===== src/design/limit_order_book_matcher_unit_macros.svh =====
// assertion macros for the limit order book matcher
// expects clk_i and rst_ni in the scope of each use
`ifndef LIMIT_ORDER_BOOK_MATCHER_UNIT_MACROS_SVH
`define LIMIT_ORDER_BOOK_MATCHER_UNIT_MACROS_SVH
`ifndef SYNTH
`define LOBM_ASSERT(lbl, prop) \
  lbl: assert property (@(posedge clk_i) disable iff (!rst_ni) (prop)) \
    else $error("lobm assertion failed");
`define LOBM_NEVER(lbl, expr) \
  lbl: assert property (@(posedge clk_i) disable iff (!rst_ni) !(expr)) \
    else $error("lobm forbidden condition");
`else
`define LOBM_ASSERT(lbl, prop)
`define LOBM_NEVER(lbl, expr)
`endif
`endif


===== src/design/lobm_pkg.sv =====
// shared types and constants of the limit order book matcher
// no dependencies
`timescale 1ns / 1ps
package lobm_pkg;

  localparam int ORDER_SLOTS = 32;
  localparam int SLOT_W      = $clog2(ORDER_SLOTS);
  localparam int QUEUE_DEPTH = 2;
  localparam int QPTR_W      = (QUEUE_DEPTH > 1) ? $clog2(QUEUE_DEPTH) : 1;
  localparam int QCNT_W      = $clog2(QUEUE_DEPTH + 1);
  localparam int VOL_W       = 24;
  localparam logic [VOL_W-1:0] VOL_MAX = {VOL_W{1'b1}};

  typedef enum logic [1:0] {
    REQ_SUBMIT = 2'd0,
    REQ_CANCEL = 2'd1,
    REQ_QUERY  = 2'd2,
    REQ_NONE   = 2'd3
  } req_e;

  typedef enum logic [1:0] {
    KIND_TRADE  = 2'd0,
    KIND_SUBMIT = 2'd1,
    KIND_CANCEL = 2'd2,
    KIND_VOLUME = 2'd3
  } kind_e;

  typedef enum logic [1:0] {
    ST_OK       = 2'd0,
    ST_NOTFOUND = 2'd1,
    ST_FULL     = 2'd2
  } status_e;

  localparam logic SIDE_BUY  = 1'b0;
  localparam logic SIDE_SELL = 1'b1;

  typedef struct packed {
    logic [1:0]       req_type;
    logic             side;
    logic [15:0]      client;
    logic [31:0]      ord_ref;
    logic [15:0]      limit_price;
    logic [VOL_W-1:0] order_volume;
  } lobm_req_t;

  typedef struct packed {
    logic [1:0]       kind;
    logic [1:0]       status;
    logic [15:0]      buyer;
    logic [15:0]      seller;
    logic [15:0]      trade_price;
    logic [VOL_W-1:0] amount;
    logic             last;
  } lobm_res_t;

endpackage


===== src/design/lobm_front.sv =====
// request front end: takes items, drops REQ_NONE items, queues the rest
// depends on lobm_pkg
`timescale 1ns / 1ps
module lobm_front import lobm_pkg::*; (
  input  logic      clk_i,
  input  logic      rst_ni,
  input  logic      start,
  output logic      busy,
  input  lobm_req_t req_i,
  output logic      q_valid_o,
  output lobm_req_t q_data_o,
  input  logic      q_pop_i
);

  lobm_req_t         mem_q [QUEUE_DEPTH];
  logic [QPTR_W-1:0] wr_ptr_q, rd_ptr_q;
  logic [QCNT_W-1:0] cnt_q;
  logic              accept, push;

  // accept whenever a queue entry is free; REQ_NONE items are consumed here
  assign busy      = (cnt_q == QCNT_W'(QUEUE_DEPTH));
  assign accept    = start && !busy;
  assign push      = accept && (req_i.req_type != REQ_NONE);
  assign q_valid_o = (cnt_q != '0);
  assign q_data_o  = mem_q[rd_ptr_q];

  // queue storage
  always_ff @(posedge clk_i) begin
    if (push) begin
      mem_q[wr_ptr_q] <= req_i;
    end
  end

  // queue pointers and fill count
  always_ff @(posedge clk_i or negedge rst_ni) begin
    if (!rst_ni) begin
      wr_ptr_q <= '0;
      rd_ptr_q <= '0;
      cnt_q    <= '0;
    end else begin
      if (push) begin
        wr_ptr_q <= (wr_ptr_q == QPTR_W'(QUEUE_DEPTH - 1)) ? '0 : wr_ptr_q + 1'b1;
      end
      if (q_pop_i) begin
        rd_ptr_q <= (rd_ptr_q == QPTR_W'(QUEUE_DEPTH - 1)) ? '0 : rd_ptr_q + 1'b1;
      end
      if (push && !q_pop_i) begin
        cnt_q <= cnt_q + 1'b1;
      end else if (!push && q_pop_i) begin
        cnt_q <= cnt_q - 1'b1;
      end
    end
  end

endmodule


===== src/design/lobm_engine.sv =====
// matching engine: slot store, scan sequencer and result register
// depends on lobm_pkg and the macros header
`timescale 1ns / 1ps
`include "limit_order_book_matcher_unit_macros.svh"
module lobm_engine import lobm_pkg::*; (
  input  logic      clk_i,
  input  logic      rst_ni,
  input  logic      q_valid_i,
  input  lobm_req_t q_data_i,
  output logic      q_pop_o,
  output logic      res_strobe_o,
  output lobm_res_t res_o
);

  typedef enum logic [4:0] {
    ST_IDLE = 5'b00001,
    ST_SCAN = 5'b00010,
    ST_EVAL = 5'b00100,
    ST_FILL = 5'b01000,
    ST_DONE = 5'b10000
  } state_e;

  // slot store
  logic             slot_valid_q [ORDER_SLOTS];
  logic             slot_side_q  [ORDER_SLOTS];
  logic [15:0]      slot_client_q[ORDER_SLOTS];
  logic [31:0]      slot_oid_q   [ORDER_SLOTS];
  logic [15:0]      slot_price_q [ORDER_SLOTS];
  logic [VOL_W-1:0] slot_vol_q   [ORDER_SLOTS];
  logic [31:0]      slot_arr_q   [ORDER_SLOTS];

  state_e           state_q, state_d;
  lobm_req_t        cur_q;
  logic [VOL_W-1:0] rem_q, rem_d;
  logic [SLOT_W-1:0] scan_q;
  logic             best_vld_q;
  logic [SLOT_W-1:0] best_idx_q;
  logic [15:0]      best_price_q, best_cli_q;
  logic [31:0]      best_arr_q;
  logic [VOL_W-1:0] best_vol_q;
  logic             free_vld_q;
  logic [SLOT_W-1:0] free_idx_q;
  logic [VOL_W-1:0] sum_q;
  logic [1:0]       done_status_q, done_status_d;
  logic [VOL_W-1:0] done_amt_q, done_amt_d;
  logic [31:0]      arrival_q;
  logic             res_strobe_q;
  lobm_res_t        res_q, res_d;
  logic             res_strobe_d;

  // current scanned slot
  logic             s_vld, s_side;
  logic [15:0]      s_price, s_cli;
  logic [31:0]      s_oid, s_arr;
  logic [VOL_W-1:0] s_vol;
  logic             opp, take, better, cand;
  logic [VOL_W:0]   sum_ext;
  logic             crossing;
  logic [VOL_W-1:0] traded, left_vol;
  logic             start_scan, rest_we, fill_we, cancel_hit;

  assign s_vld   = slot_valid_q[scan_q];
  assign s_side  = slot_side_q[scan_q];
  assign s_price = slot_price_q[scan_q];
  assign s_cli   = slot_client_q[scan_q];
  assign s_oid   = slot_oid_q[scan_q];
  assign s_arr   = slot_arr_q[scan_q];
  assign s_vol   = slot_vol_q[scan_q];
  assign opp     = ~cur_q.side;

  // per-slot compare for the running scan
  always_comb begin
    cand   = 1'b0;
    better = 1'b0;
    case (req_e'(cur_q.req_type))
      REQ_SUBMIT: begin
        cand = s_vld && (s_side == opp);
        if (s_price != best_price_q) begin
          better = (opp == SIDE_SELL) ? (s_price < best_price_q) : (s_price > best_price_q);
        end else begin
          better = s_arr < best_arr_q;
        end
      end
      REQ_CANCEL: begin
        cand   = s_vld && (s_side == cur_q.side) && (s_cli == cur_q.client)
                 && (s_oid == cur_q.ord_ref);
        better = s_arr >= best_arr_q;
      end
      default: begin
        cand   = 1'b0;
        better = 1'b0;
      end
    endcase
  end
  assign take    = cand && (!best_vld_q || better);
  assign sum_ext = {1'b0, sum_q} + {1'b0, s_vol};

  // fill arithmetic
  assign crossing = (cur_q.side == SIDE_BUY) ? (best_price_q <= cur_q.limit_price)
                                             : (best_price_q >= cur_q.limit_price);
  assign traded   = (rem_q < best_vol_q) ? rem_q : best_vol_q;
  assign left_vol = best_vol_q - traded;

  // sequencer
  always_comb begin
    state_d       = state_q;
    rem_d         = rem_q;
    done_status_d = done_status_q;
    done_amt_d    = done_amt_q;
    res_strobe_d  = 1'b0;
    res_d         = res_q;
    q_pop_o       = 1'b0;
    start_scan    = 1'b0;
    rest_we       = 1'b0;
    fill_we       = 1'b0;
    cancel_hit    = 1'b0;
    case (state_q)
      ST_IDLE: begin
        if (q_valid_i) begin
          q_pop_o       = 1'b1;
          rem_d         = q_data_i.order_volume;
          done_status_d = ST_OK;
          done_amt_d    = '0;
          start_scan    = 1'b1;
          if ((req_e'(q_data_i.req_type) == REQ_SUBMIT) && (q_data_i.order_volume == '0)) begin
            state_d = ST_DONE;
          end else begin
            state_d = ST_SCAN;
          end
        end
      end
      ST_SCAN: begin
        if (scan_q == SLOT_W'(ORDER_SLOTS - 1)) begin
          state_d = ST_EVAL;
        end
      end
      ST_EVAL: begin
        state_d = ST_DONE;
        case (req_e'(cur_q.req_type))
          REQ_SUBMIT: begin
            if (best_vld_q && crossing) begin
              state_d = ST_FILL;
            end else if (free_vld_q) begin
              rest_we       = 1'b1;
              done_status_d = ST_OK;
              done_amt_d    = rem_q;
            end else begin
              done_status_d = ST_FULL;
              done_amt_d    = rem_q;
            end
          end
          REQ_CANCEL: begin
            cancel_hit    = best_vld_q;
            done_status_d = best_vld_q ? ST_OK : ST_NOTFOUND;
            done_amt_d    = best_vld_q ? best_vol_q : '0;
          end
          default: begin
            done_status_d = ST_OK;
            done_amt_d    = sum_q;
          end
        endcase
      end
      ST_FILL: begin
        fill_we            = 1'b1;
        rem_d              = rem_q - traded;
        res_strobe_d       = 1'b1;
        res_d.kind         = KIND_TRADE;
        res_d.status       = ST_OK;
        res_d.buyer        = (cur_q.side == SIDE_BUY) ? cur_q.client : best_cli_q;
        res_d.seller       = (cur_q.side == SIDE_BUY) ? best_cli_q : cur_q.client;
        res_d.trade_price  = best_price_q;
        res_d.amount       = traded;
        res_d.last         = 1'b0;
        if (rem_q == traded) begin
          done_status_d = ST_OK;
          done_amt_d    = '0;
          state_d       = ST_DONE;
        end else begin
          start_scan = 1'b1;
          state_d    = ST_SCAN;
        end
      end
      ST_DONE: begin
        res_strobe_d      = 1'b1;
        res_d.status      = done_status_q;
        res_d.buyer       = '0;
        res_d.seller      = '0;
        res_d.trade_price = '0;
        res_d.amount      = done_amt_q;
        res_d.last        = 1'b1;
        case (req_e'(cur_q.req_type))
          REQ_SUBMIT: res_d.kind = KIND_SUBMIT;
          REQ_CANCEL: res_d.kind = KIND_CANCEL;
          default:    res_d.kind = KIND_VOLUME;
        endcase
        state_d = ST_IDLE;
      end
      default: begin
        state_d = ST_IDLE;
      end
    endcase
  end

  // control registers
  always_ff @(posedge clk_i or negedge rst_ni) begin
    if (!rst_ni) begin
      state_q      <= ST_IDLE;
      res_strobe_q <= 1'b0;
      arrival_q    <= '0;
      best_vld_q   <= 1'b0;
      free_vld_q   <= 1'b0;
      scan_q       <= '0;
    end else begin
      state_q      <= state_d;
      res_strobe_q <= res_strobe_d;
      if (rest_we) begin
        arrival_q <= arrival_q + 1'b1;
      end
      if (start_scan) begin
        best_vld_q <= 1'b0;
        free_vld_q <= 1'b0;
        scan_q     <= '0;
      end else if (state_q == ST_SCAN) begin
        scan_q <= scan_q + 1'b1;
        if (take) begin
          best_vld_q <= 1'b1;
        end
        if (!s_vld && !free_vld_q) begin
          free_vld_q <= 1'b1;
        end
      end
    end
  end

  // valid bits of the slot store
  always_ff @(posedge clk_i or negedge rst_ni) begin
    if (!rst_ni) begin
      for (int i = 0; i < ORDER_SLOTS; i++) begin
        slot_valid_q[i] <= 1'b0;
      end
    end else begin
      if (rest_we) begin
        slot_valid_q[free_idx_q] <= 1'b1;
      end
      if (fill_we && (left_vol == '0)) begin
        slot_valid_q[best_idx_q] <= 1'b0;
      end
      if (cancel_hit) begin
        slot_valid_q[best_idx_q] <= 1'b0;
      end
    end
  end

  // slot payload writes
  always_ff @(posedge clk_i) begin
    if (rest_we) begin
      slot_side_q[free_idx_q]   <= cur_q.side;
      slot_client_q[free_idx_q] <= cur_q.client;
      slot_oid_q[free_idx_q]    <= cur_q.ord_ref;
      slot_price_q[free_idx_q]  <= cur_q.limit_price;
      slot_vol_q[free_idx_q]    <= rem_q;
      slot_arr_q[free_idx_q]    <= arrival_q;
    end else if (fill_we) begin
      slot_vol_q[best_idx_q] <= left_vol;
    end
  end

  // datapath registers
  always_ff @(posedge clk_i) begin
    rem_q         <= rem_d;
    done_status_q <= done_status_d;
    done_amt_q    <= done_amt_d;
    res_q         <= res_d;
    if (q_pop_o) begin
      cur_q <= q_data_i;
    end
    if (start_scan) begin
      sum_q <= '0;
    end else if (state_q == ST_SCAN) begin
      if (take) begin
        best_idx_q   <= scan_q;
        best_price_q <= s_price;
        best_cli_q   <= s_cli;
        best_arr_q   <= s_arr;
        best_vol_q   <= s_vol;
      end
      if (!s_vld && !free_vld_q) begin
        free_idx_q <= scan_q;
      end
      if (s_vld && (s_side == cur_q.side) && (s_price == cur_q.limit_price)) begin
        sum_q <= sum_ext[VOL_W] ? VOL_MAX : sum_ext[VOL_W-1:0];
      end
    end
  end

  assign res_strobe_o = res_strobe_q;
  assign res_o        = res_q;

  // checks
  `LOBM_ASSERT(a_fill_has_best, (state_q == ST_FILL) |-> best_vld_q)
  `LOBM_ASSERT(a_submit_scan_rem,
    ((state_q == ST_SCAN) && (req_e'(cur_q.req_type) == REQ_SUBMIT)) |-> (rem_q != '0))
  `LOBM_NEVER(a_trade_last, res_strobe_q && (kind_e'(res_q.kind) == KIND_TRADE) && res_q.last)
  `LOBM_ASSERT(a_status_spacing, (res_strobe_q && res_q.last) |=> !(res_strobe_q && res_q.last))

endmodule


===== src/design/limit_order_book_matcher_unit.sv =====
// top level of the limit order book matcher: front end queue and matching engine
// depends on lobm_pkg, lobm_front and lobm_engine
`timescale 1ns / 1ps
// Price-time priority order book with ORDER_SLOTS resting orders. A request is
// taken when start is high and busy is low; up to two requests queue ahead of
// the engine. Every result sits on res_o for one cycle with res_strobe_o high
// and must be taken then, since there is no way to stall the block. The engine
// scans the slot store one slot per cycle: a cancel or query makes one full scan,
// and a submit makes a full scan before each fill and, unless its last fill
// completes it, one more scan before it rests or reports a full book.
// A submit yields its trades followed by one status item with last set.
module limit_order_book_matcher_unit import lobm_pkg::*; (
  input  logic      clk_i,
  input  logic      rst_ni,
  input  logic      start,
  output logic      busy,
  input  lobm_req_t req_i,
  output logic      res_strobe_o,
  output lobm_res_t res_o
);

  logic      q_valid, q_pop;
  lobm_req_t q_data;

  // front end with request queue
  lobm_front u_front (
    .clk_i     (clk_i),
    .rst_ni    (rst_ni),
    .start     (start),
    .busy      (busy),
    .req_i     (req_i),
    .q_valid_o (q_valid),
    .q_data_o  (q_data),
    .q_pop_i   (q_pop)
  );

  // matching engine
  lobm_engine u_engine (
    .clk_i        (clk_i),
    .rst_ni       (rst_ni),
    .q_valid_i    (q_valid),
    .q_data_i     (q_data),
    .q_pop_o      (q_pop),
    .res_strobe_o (res_strobe_o),
    .res_o        (res_o)
  );

endmodule

===== config.mk =====
export PLATFORM = sky130hd
export DESIGN_NAME = limit_order_book_matcher_unit
export DESIGN_NICKNAME = d
export VERILOG_FILES = /design/src/design/lobm_pkg.sv /design/src/design/lobm_front.sv /design/src/design/lobm_engine.sv /design/src/design/limit_order_book_matcher_unit.sv
export VERILOG_INCLUDE_DIRS = /design/src /design/src/design
export SDC_FILE = /design/constraint.sdc
export NUM_CORES = 2
export LEC_CHECK = 0
export CAP_MARGIN = 20
export CORE_UTILIZATION = 40
export CTS_CLUSTER_SIZE = 20
export DETAILED_ROUTE_END_ITERATION = 16
export DONT_BUFFER_PORTS = 1
export HOLD_SLACK_MARGIN = 0.1
export SLEW_MARGIN = 25
export SYNTH_ARGS = -nofsm -noshare
export SYNTH_HDL_FRONTEND = slang
export SYNTH_SLANG_ARGS = --single-unit

===== constraint.sdc =====
create_clock -name clk_i -period 11.6 [get_ports clk_i]
set_clock_uncertainty 0.15 [all_clocks]
set_input_delay 3.48 -clock clk_i [delete_from_list [all_inputs] [get_ports clk_i]]
set_output_delay 3.48 -clock clk_i [all_outputs]
set_load 0.02 [all_outputs]

## Yosys cells after proc, flatten, opt, wreduce, memory -nomap -nowiden

Memories as Yosys holds them, arrays and structs flattened.
Cells that the tools add are included.

| storage, ports and cells | value |
|---|---|
| memories kept | 7 |
| register bits | 397 |
| bits in writable memories | 4054 |

| cells by class | value |
|---|---|
| bitwise logic cells | 9 |
| $lt $le $gt $ge | 12 |
| reduce and logical (&&, ||, !) cells | 45 |
| mux-type cells | 77 |
| equality and inequality tests | 20 |
| add/sub/neg operators | 9 |

Memory list:

| name | words | width | rd ports | clocked after memory_dff | write ports | line | source |
|---|---|---|---|---|---|---|---|
| u_engine.slot_arr_q | 32 | 32 | 1 | 0 | 1 | lobm_engine.sv:30 | `logic [31:0] slot_arr_q [ORDER_SLOTS];` |
| u_engine.slot_oid_q | 32 | 32 | 1 | 0 | 1 | lobm_engine.sv:27 | `logic [31:0] slot_oid_q [ORDER_SLOTS];` |
| u_engine.slot_vol_q | 32 | 24 | 1 | 0 | 1 | lobm_engine.sv:29 | `logic [VOL_W-1:0] slot_vol_q [ORDER_SLOTS];` |
| u_engine.slot_client_q | 32 | 16 | 1 | 0 | 1 | lobm_engine.sv:26 | `logic [15:0] slot_client_q[ORDER_SLOTS];` |
| u_engine.slot_price_q | 32 | 16 | 1 | 0 | 1 | lobm_engine.sv:28 | `logic [15:0] slot_price_q [ORDER_SLOTS];` |
| u_front.mem_q | 2 | 91 | 1 | 0 | 1 | lobm_front.sv:15 | `lobm_req_t mem_q [QUEUE_DEPTH];` |
| +1 memories | n/a | n/a | n/a | n/a | n/a | n/a |  |

Operators with widths:

| cell | count |
|---|---|
| 24-bit 2-to-1 mux | 8 |
| 77-bit case mux with 2 select lines | 1 |
| 32-bit 2-to-1 mux | 3 |
| 24-bit case mux with 2 select lines | 2 |
| 24-bit case mux with 3 select lines | 1 |
| 32-bit AND | 2 |
| 24-bit logical NOT | 2 |
| 24-bit subtractor | 2 |
| 5-bit 2-to-1 mux | 9 |
| 1-bit 2-to-1 mux | 35 |
| 32-bit by 1-bit adder with 32-bit output, second input constant | 1 |
| 16-bit == test | 2 |
| 32-bit == test | 1 |
| 32-bit >= comparator | 1 |
| 32-bit < comparator | 1 |
| 16-bit 2-to-1 mux | 2 |
| 32-bit NOT | 1 |
| 32-bit bitwise OR | 1 |
| 24-bit by 24-bit adder with 25-bit output | 1 |
| 24-bit == test | 1 |
| 24-bit < comparator | 1 |
| 24-bit OR reduction | 1 |
| 5-bit case mux with 4 select lines | 1 |
| 6-bit >= comparator, second input constant | 3 |
| 39 further kinds | 89 |

## Longest topological paths before layout

| depth | value |
|---|---|
| depth after elaboration | 12 |
| mapped depth | 30 |
| mapped depth without buffers | 24 |

## By module

From an unflattened synthesis, not the netlist that was laid out.

| unflattened totals | value |
|---|---|
| cell total of the unflattened synthesis | 8170 |
| area, all modules | 176692.0 um^2 |

By module, submodules not included:

| module | times used | cells each | area each (um^2) |
|---|---|---|---|
| lobm_engine | 1 | 7867 | 169522.6 |
| lobm_front | 1 | 303 | 7169.4 |

## Least setup slack after synthesis

Ideal clock, no wire load.

| timing | value |
|---|---|
| path kind | flip-flop to flip-flop |
| start point | register u_engine.cur_q[25] (netlist bit) |
| end point | register u_engine.slot_valid_q[6] (netlist bit) |
| buffers on the path | 1 |
| cell stages (with the launch flop) | 16 |
| clock period less this slack | 10514 ps |
| setup time | 108 ps |
| arrival | 10257 ps |
| slack | 1086 ps |
| path through | edfxtp_1 > inv_1 > ha_1 > nor2b_1 > o21a_1 > o21a_1 > o21a_1 > o21a_1 > o2111ai_1 > a211oi_1 > a211oi_1 > clkbuf_1 > nand2_1 > nor3_1 > o21ai_0 > a31oi_1 |

| between the ends | value |
|---|---|
| word-level cells in the longest chain between the ends | 11 |
| elaborated cells between the ends (all ways) | 12 |
| classes of those cells | 2 x order compare; 7 x mux; 2 x bitwise; 1 x reduce/logical |

RTL lines:

| what | line | source |
|---|---|---|
| start, declared | lobm_engine.sv:33 | `lobm_req_t cur_q;` |
| start signal, assigned | lobm_engine.sv:275 | `cur_q <= q_data_i;` |
| 16-bit <= comparator or 16-bit >= comparator (tied branches) | lobm_engine.sv:99, lobm_engine.sv:100 |  |
| 1-bit 2-to-1 mux * | lobm_engine.sv:99 | `assign crossing = (cur_q.side == SIDE_BUY) ? (best_price_q <= cur_q.limit_price)` |
| 1-bit logical AND * | lobm_engine.sv:141 | `if (best_vld_q && crossing) begin` |
| 1-bit 2-to-1 mux * | lobm_engine.sv:141 |  |
| 1-bit 2-to-1 mux * | lobm_engine.sv:139 | `case (req_e'(cur_q.req_type))` |
| 1-bit 2-to-1 mux * | lobm_engine.sv:117 | `case (state_q)` |
| 32-bit 2-to-1 mux * | lobm_engine.sv:242 | `if (rest_we) begin` |
| 32-bit AND (no line) | n/a |  |
| 32-bit 2-to-1 mux * | lobm_engine.sv:245 | `if (fill_we && (left_vol == '0)) begin` |
| 32-bit AND (no line) | n/a |  |
| 32-bit 2-to-1 mux * | lobm_engine.sv:248 | `if (cancel_hit) begin` |
| end signal, assigned by index | lobm_engine.sv:243 | `slot_valid_q[free_idx_q] <= 1'b1;` |
| end signal, assigned by index | lobm_engine.sv:246 | `slot_valid_q[best_idx_q] <= 1'b0;` |
| end signal, assigned by index | lobm_engine.sv:249 | `slot_valid_q[best_idx_q] <= 1'b0;` |
| end, declared | lobm_engine.sv:24 | `logic slot_valid_q [ORDER_SLOTS];` |

Every way passes the cells marked *; elsewhere a longest branch is shown, timed or not.
A chain may end at the register's enable or synchronous reset.

## Worst setup path after layout

| timing | value |
|---|---|
| start point | register u_engine.scan_q[1] |
| end point | register u_engine.sum_q[23] |

| between the ends | value |
|---|---|
| elaborated cells between the ends (all ways) | 14 |
| classes of those cells | 1 x add/sub; 2 x eq/ne; 4 x mux; 1 x bitwise; 3 x reduce/logical; 3 x memory |

RTL lines:

| what | line | source |
|---|---|---|
| start, declared | lobm_engine.sv:35 | `logic [SLOT_W-1:0] scan_q;` |
| start signal, assigned | lobm_engine.sv:224 | `scan_q <= scan_q + 1'b1;` |
| memory 32 x 24 bit | n/a |  |
| named net u_engine.s_vol[1] | lobm_engine.sv:55 | `logic [VOL_W-1:0] s_vol;` |
| 24-bit by 24-bit adder with 25-bit output | lobm_engine.sv:96 | `assign sum_ext = {1'b0, sum_q} + {1'b0, s_vol};` |
| 24-bit 2-to-1 mux | lobm_engine.sv:291 | `sum_q <= sum_ext[VOL_W] ? VOL_MAX : sum_ext[VOL_W-1:0];` |
| end signal, assigned | lobm_engine.sv:291 |  |
| end, declared | lobm_engine.sv:43 | `logic [VOL_W-1:0] sum_q;` |

The timed path passes the listed nets, and every way through them passes these cells. The select of a mux whose other input is x is not followed.

==> run summary <==
run status: completed
Clk network pwr share: 0.320
setup bufs post-CTS: 0
worst hold endpoint: u_engine.best_vld_q$_DFFE_PN0P_
CP cell instances: buf_12 > buf_4 > mux4_2 > mux4_2 > mux2i_1 > inv_1 > ha_1 > a21o_1 > a21oi_1 > o21ai_0 > a41oi_1 > a21oi_1 > o41ai_1 > o2111ai_1 > a31oi_1 > nor2b_1 > o21ai_0 > mux2i_1 > nor2_1
clk sink count: 4451
synth top area cells: edfxtp_1 (74%), mux4_2 (16%), dfrtp_1 (1.1%), mux2_2 (0.98%), ha_1 (0.94%)
CTS Buffer Depth: 4
# nets final: 8769
Seq pwr share: 0.464
CP required: 12.35 ns
Hold Crit Class: register to register
DRC Markers: 0
Sw Share: 0.288
Antenna Nets Post-Route: 0
Core Area: 439000 sq um
fmax: 127 MHz
Primary FF master, synth: edfxtp_1
Vias/cell: 5.90
Starting Density: 0.403
Die X: 667 um
die height: 667 um
cell taking the most area after synthesis: edfxtp_1
hold path startpoint: u_engine.best_vld_q$_DFFE_PN0P_
Power Density: 218 nW/um^2
register area share after synthesis: 0.752
max-cap viol count: 0
period utilization: 0.681
first-pass GRT wire length: 677000 um
post-route insts no fill: 14800
Ports: 173
worst skew pair latency: 1.01 ns
CTS Hold Bufs: 0
cts repair resizes: 0
GRT Util Overall: 0.213
actual slew at the worst max-slew pin: 1.09 ns
CTS tree: built
synth unique cells: 93
largest net degree at the start of global routing: 142
Peak supply drop: 185 uV
Slew HR: 0.276
Routed WL per cell: 32.6 um
kind of start point of the critical path: register
GPL Wtd Cong: 0.960
initial antenna violation count: 11
FF-to-FF path depth: 19
Net Sw Power: 0.0126 W
total gr overflow: 0
DP HPWL: 251000 um
max-slew violation count: 0
Synth Net Count: 8467
Avg Cell Area, Syn: 21.5 sq um
static leakage: 64.2 nW
ys async rst share: 0.0182
input/output buffers: 0
worst r2r src: u_engine.scan_q[1]$_DFFE_PN0P_
Hold Path Stages: 1
Period minus WS final: 7.90 ns
final wirelength: 483000 um
final hold vios: 0
clock root cell: clkbuf_16
R2R Setup Slk: 3.70 ns
post-synth top area share: 0.738
WP buf/inv: 3
Area Growth Syn to Fin: 12.9%
drt initial violations: 10400
total die area: 445000 sq um
placed cells: 14000
Crit Path Max Fanout: 85
first drt pass iteration count: 6
arrival time at the worst endpoint: 8.65 ns
via count: 87300
crit-path leading delay family: compound AO/OA/AOI/OAI gates
final setup vio count: 0
Post-synth top cells: edfxtp_1 (4346), mux4_2 (1221), nor2_1 (261), nand2_1 (203), clkbuf_1 (200)
number of CTS-inserted buffers: 441
htree depth: 5
Power Internal: 0.0310 W
Comb power frac: 0.217
YS warnings: 0
Post-Syn Area: 177000 sq um
Post-synth EDFFs: 4346
filler cell count: 36300
Clock transition at path regs: 0.06 ns
vias in the first global route: 88500
post-synthesis cell count: 8239
RSZ-0062 raised after global routing: no
most frequent cell after synthesis: edfxtp_1
slowest CP cell: dfrtp_4
FF+latch count, synth: 4451
# rows: 243
share of cells above drive strength 1: 0.270
CP max stage delay: 0.93 ns
crit end category: register
Crit Path Class: register to register
reg-to-reg endpoint: u_engine.sum_q[23]$_SDFFE_PP0P_
setup TNS: 0 ns
state kept, by name, indices dropped and copies added (netlist names), 32 cells and up:
register / flops
u_front.mem_q: 182
u_engine.slot_client_q: 512
u_engine.slot_side_q: 32
u_engine.slot_oid_q: 1024
u_engine.res_o: 77
u_engine.slot_valid_q: 32
u_engine.slot_price_q: 512
u_engine.arrival_q: 32
u_engine.best_arr_q: 32
u_engine.slot_arr_q: 1024
u_engine.cur_q: 67
u_engine.slot_vol_q: 768
logic make-up (layout without fill, tap and decap cells):
logic type                 Yosys count  count (layout)  synth area share
DFF                               4451            4451             0.752
muxes                             1482            1482             0.171
and+or+nand+nor                    880             880            0.0242
AOI/OAI and AO/OA                  599             599            0.0219
buffers and inverters              532            1201            0.0131
xor gates and xnor gates           150             150           0.00755
adders and majority gates          145             145            0.0102
other                                0              16                 0
area by class of cell:
cell class,instances,area (sq um),area share
Clock inverter,253,2320,0.0116
Antenna cell,16,40.0,0.000200
Inverter,131,495,0.00248
Timing Repair Buffer,260,2580,0.0129
Tap cell,5880,7360,0.0368
Clock buffer,557,11700,0.0584
Sequential cell,4451,133000,0.666
Multi-Input combinational cell,3256,42300,0.212
cell usage in the layout, fill, tap and decap left out, types with 15 or more instances in the layout:
cell,Yosys,layout
nand2_1,203,195
nand3_1,87,86
nor2_1,261,202
nor2b_1,48,48
clkbuf_16,0,448
clkbuf_1,200,105
clkinv_1,0,96
a31oi_1,38,38
diode_2,0,16
and2_1,16,15
nor4_1,29,28
xor2_1,57,57
o21a_1,25,25
mux2_2,154,154
dfrtp_1,80,61
a2bb2oi_1,21,21
ha_1,133,133
mux4_2,1221,1221
a21o_1,35,35
clkinv_2,0,77
nor3_1,63,59
inv_1,130,129
xnor2_1,90,90
a211oi_1,22,21
edfxtp_1,4346,4346
bufinv_16,0,34
o21ai_0,138,128
nor2_4,0,58
mux2i_1,106,106
clkinvlp_4,0,15
o22ai_1,18,18
a21oi_1,171,171
dfxtp_1,24,24
nand4_1,46,46
nand2b_1,52,52
buf_12,0,37
buf_4,15,201
power groups by stage:
stage               sequential [W]  combinational (W)  clock [W]
global route                0.0203             0.0100     0.0147
CTS                         0.0204            0.00925     0.0141
detailed placement          0.0207            0.00921          0
global placement            0.0206            0.00912          0
floorplan                   0.0205            0.00618          0
finish                      0.0202            0.00945     0.0139
routing by layer:
layer | vias up | wire (um) | track usage
li1 | 35100 | - | -
met5 | - | 13 | 0
met2 | 3741 | 237000 | 0.352
met1 | 47700 | 197000 | 0.296
met4 | 2 | 14600 | 0.0627
met3 | 708 | 33900 | 0.0299
worst max-delay path by stage:
stage                                        start                             endpoint  slack (ns)  cells past startpoint
CTS                 u_engine.scan_q[0]$_DFFE_PN0P_      u_engine.sum_q[23]$_SDFFE_PP0P_        3.64                     18
global placement    u_engine.scan_q[0]$_DFFE_PN0P_    u_engine.best_vol_q[10]$_DFFE_PP_        3.77                     14
detailed placement  u_engine.scan_q[0]$_DFFE_PN0P_      u_engine.sum_q[23]$_SDFFE_PP0P_        3.67                     18
floorplan             u_engine.cur_q[25]$_DFFE_PP_   u_engine.slot_valid_q[6]$_DFF_PN0_        1.09                     15
finish              u_engine.scan_q[1]$_DFFE_PN0P_      u_engine.sum_q[23]$_SDFFE_PP0P_        3.70                     19
global route          u_engine.rem_q[21]$_DFFE_PP_  u_engine.slot_valid_q[21]$_DFF_PN0_        3.52                     21
per-stage QoR:
step                instance area (sq um)  utilization  hold WS [ns]  power, W  worst slack (ns)
floorplan                          177000            -         0.287    0.0266              1.09
finish                             200000        0.455         0.343    0.0436              3.70
global placement                   185000        0.422         0.320    0.0297              3.77
CTS                                199000        0.454         0.339    0.0438              3.64
detailed placement                 185000        0.422         0.325    0.0299              3.67
global route                       200000        0.455         0.356    0.0450              3.52
Power figures use the tool's default switching activity.
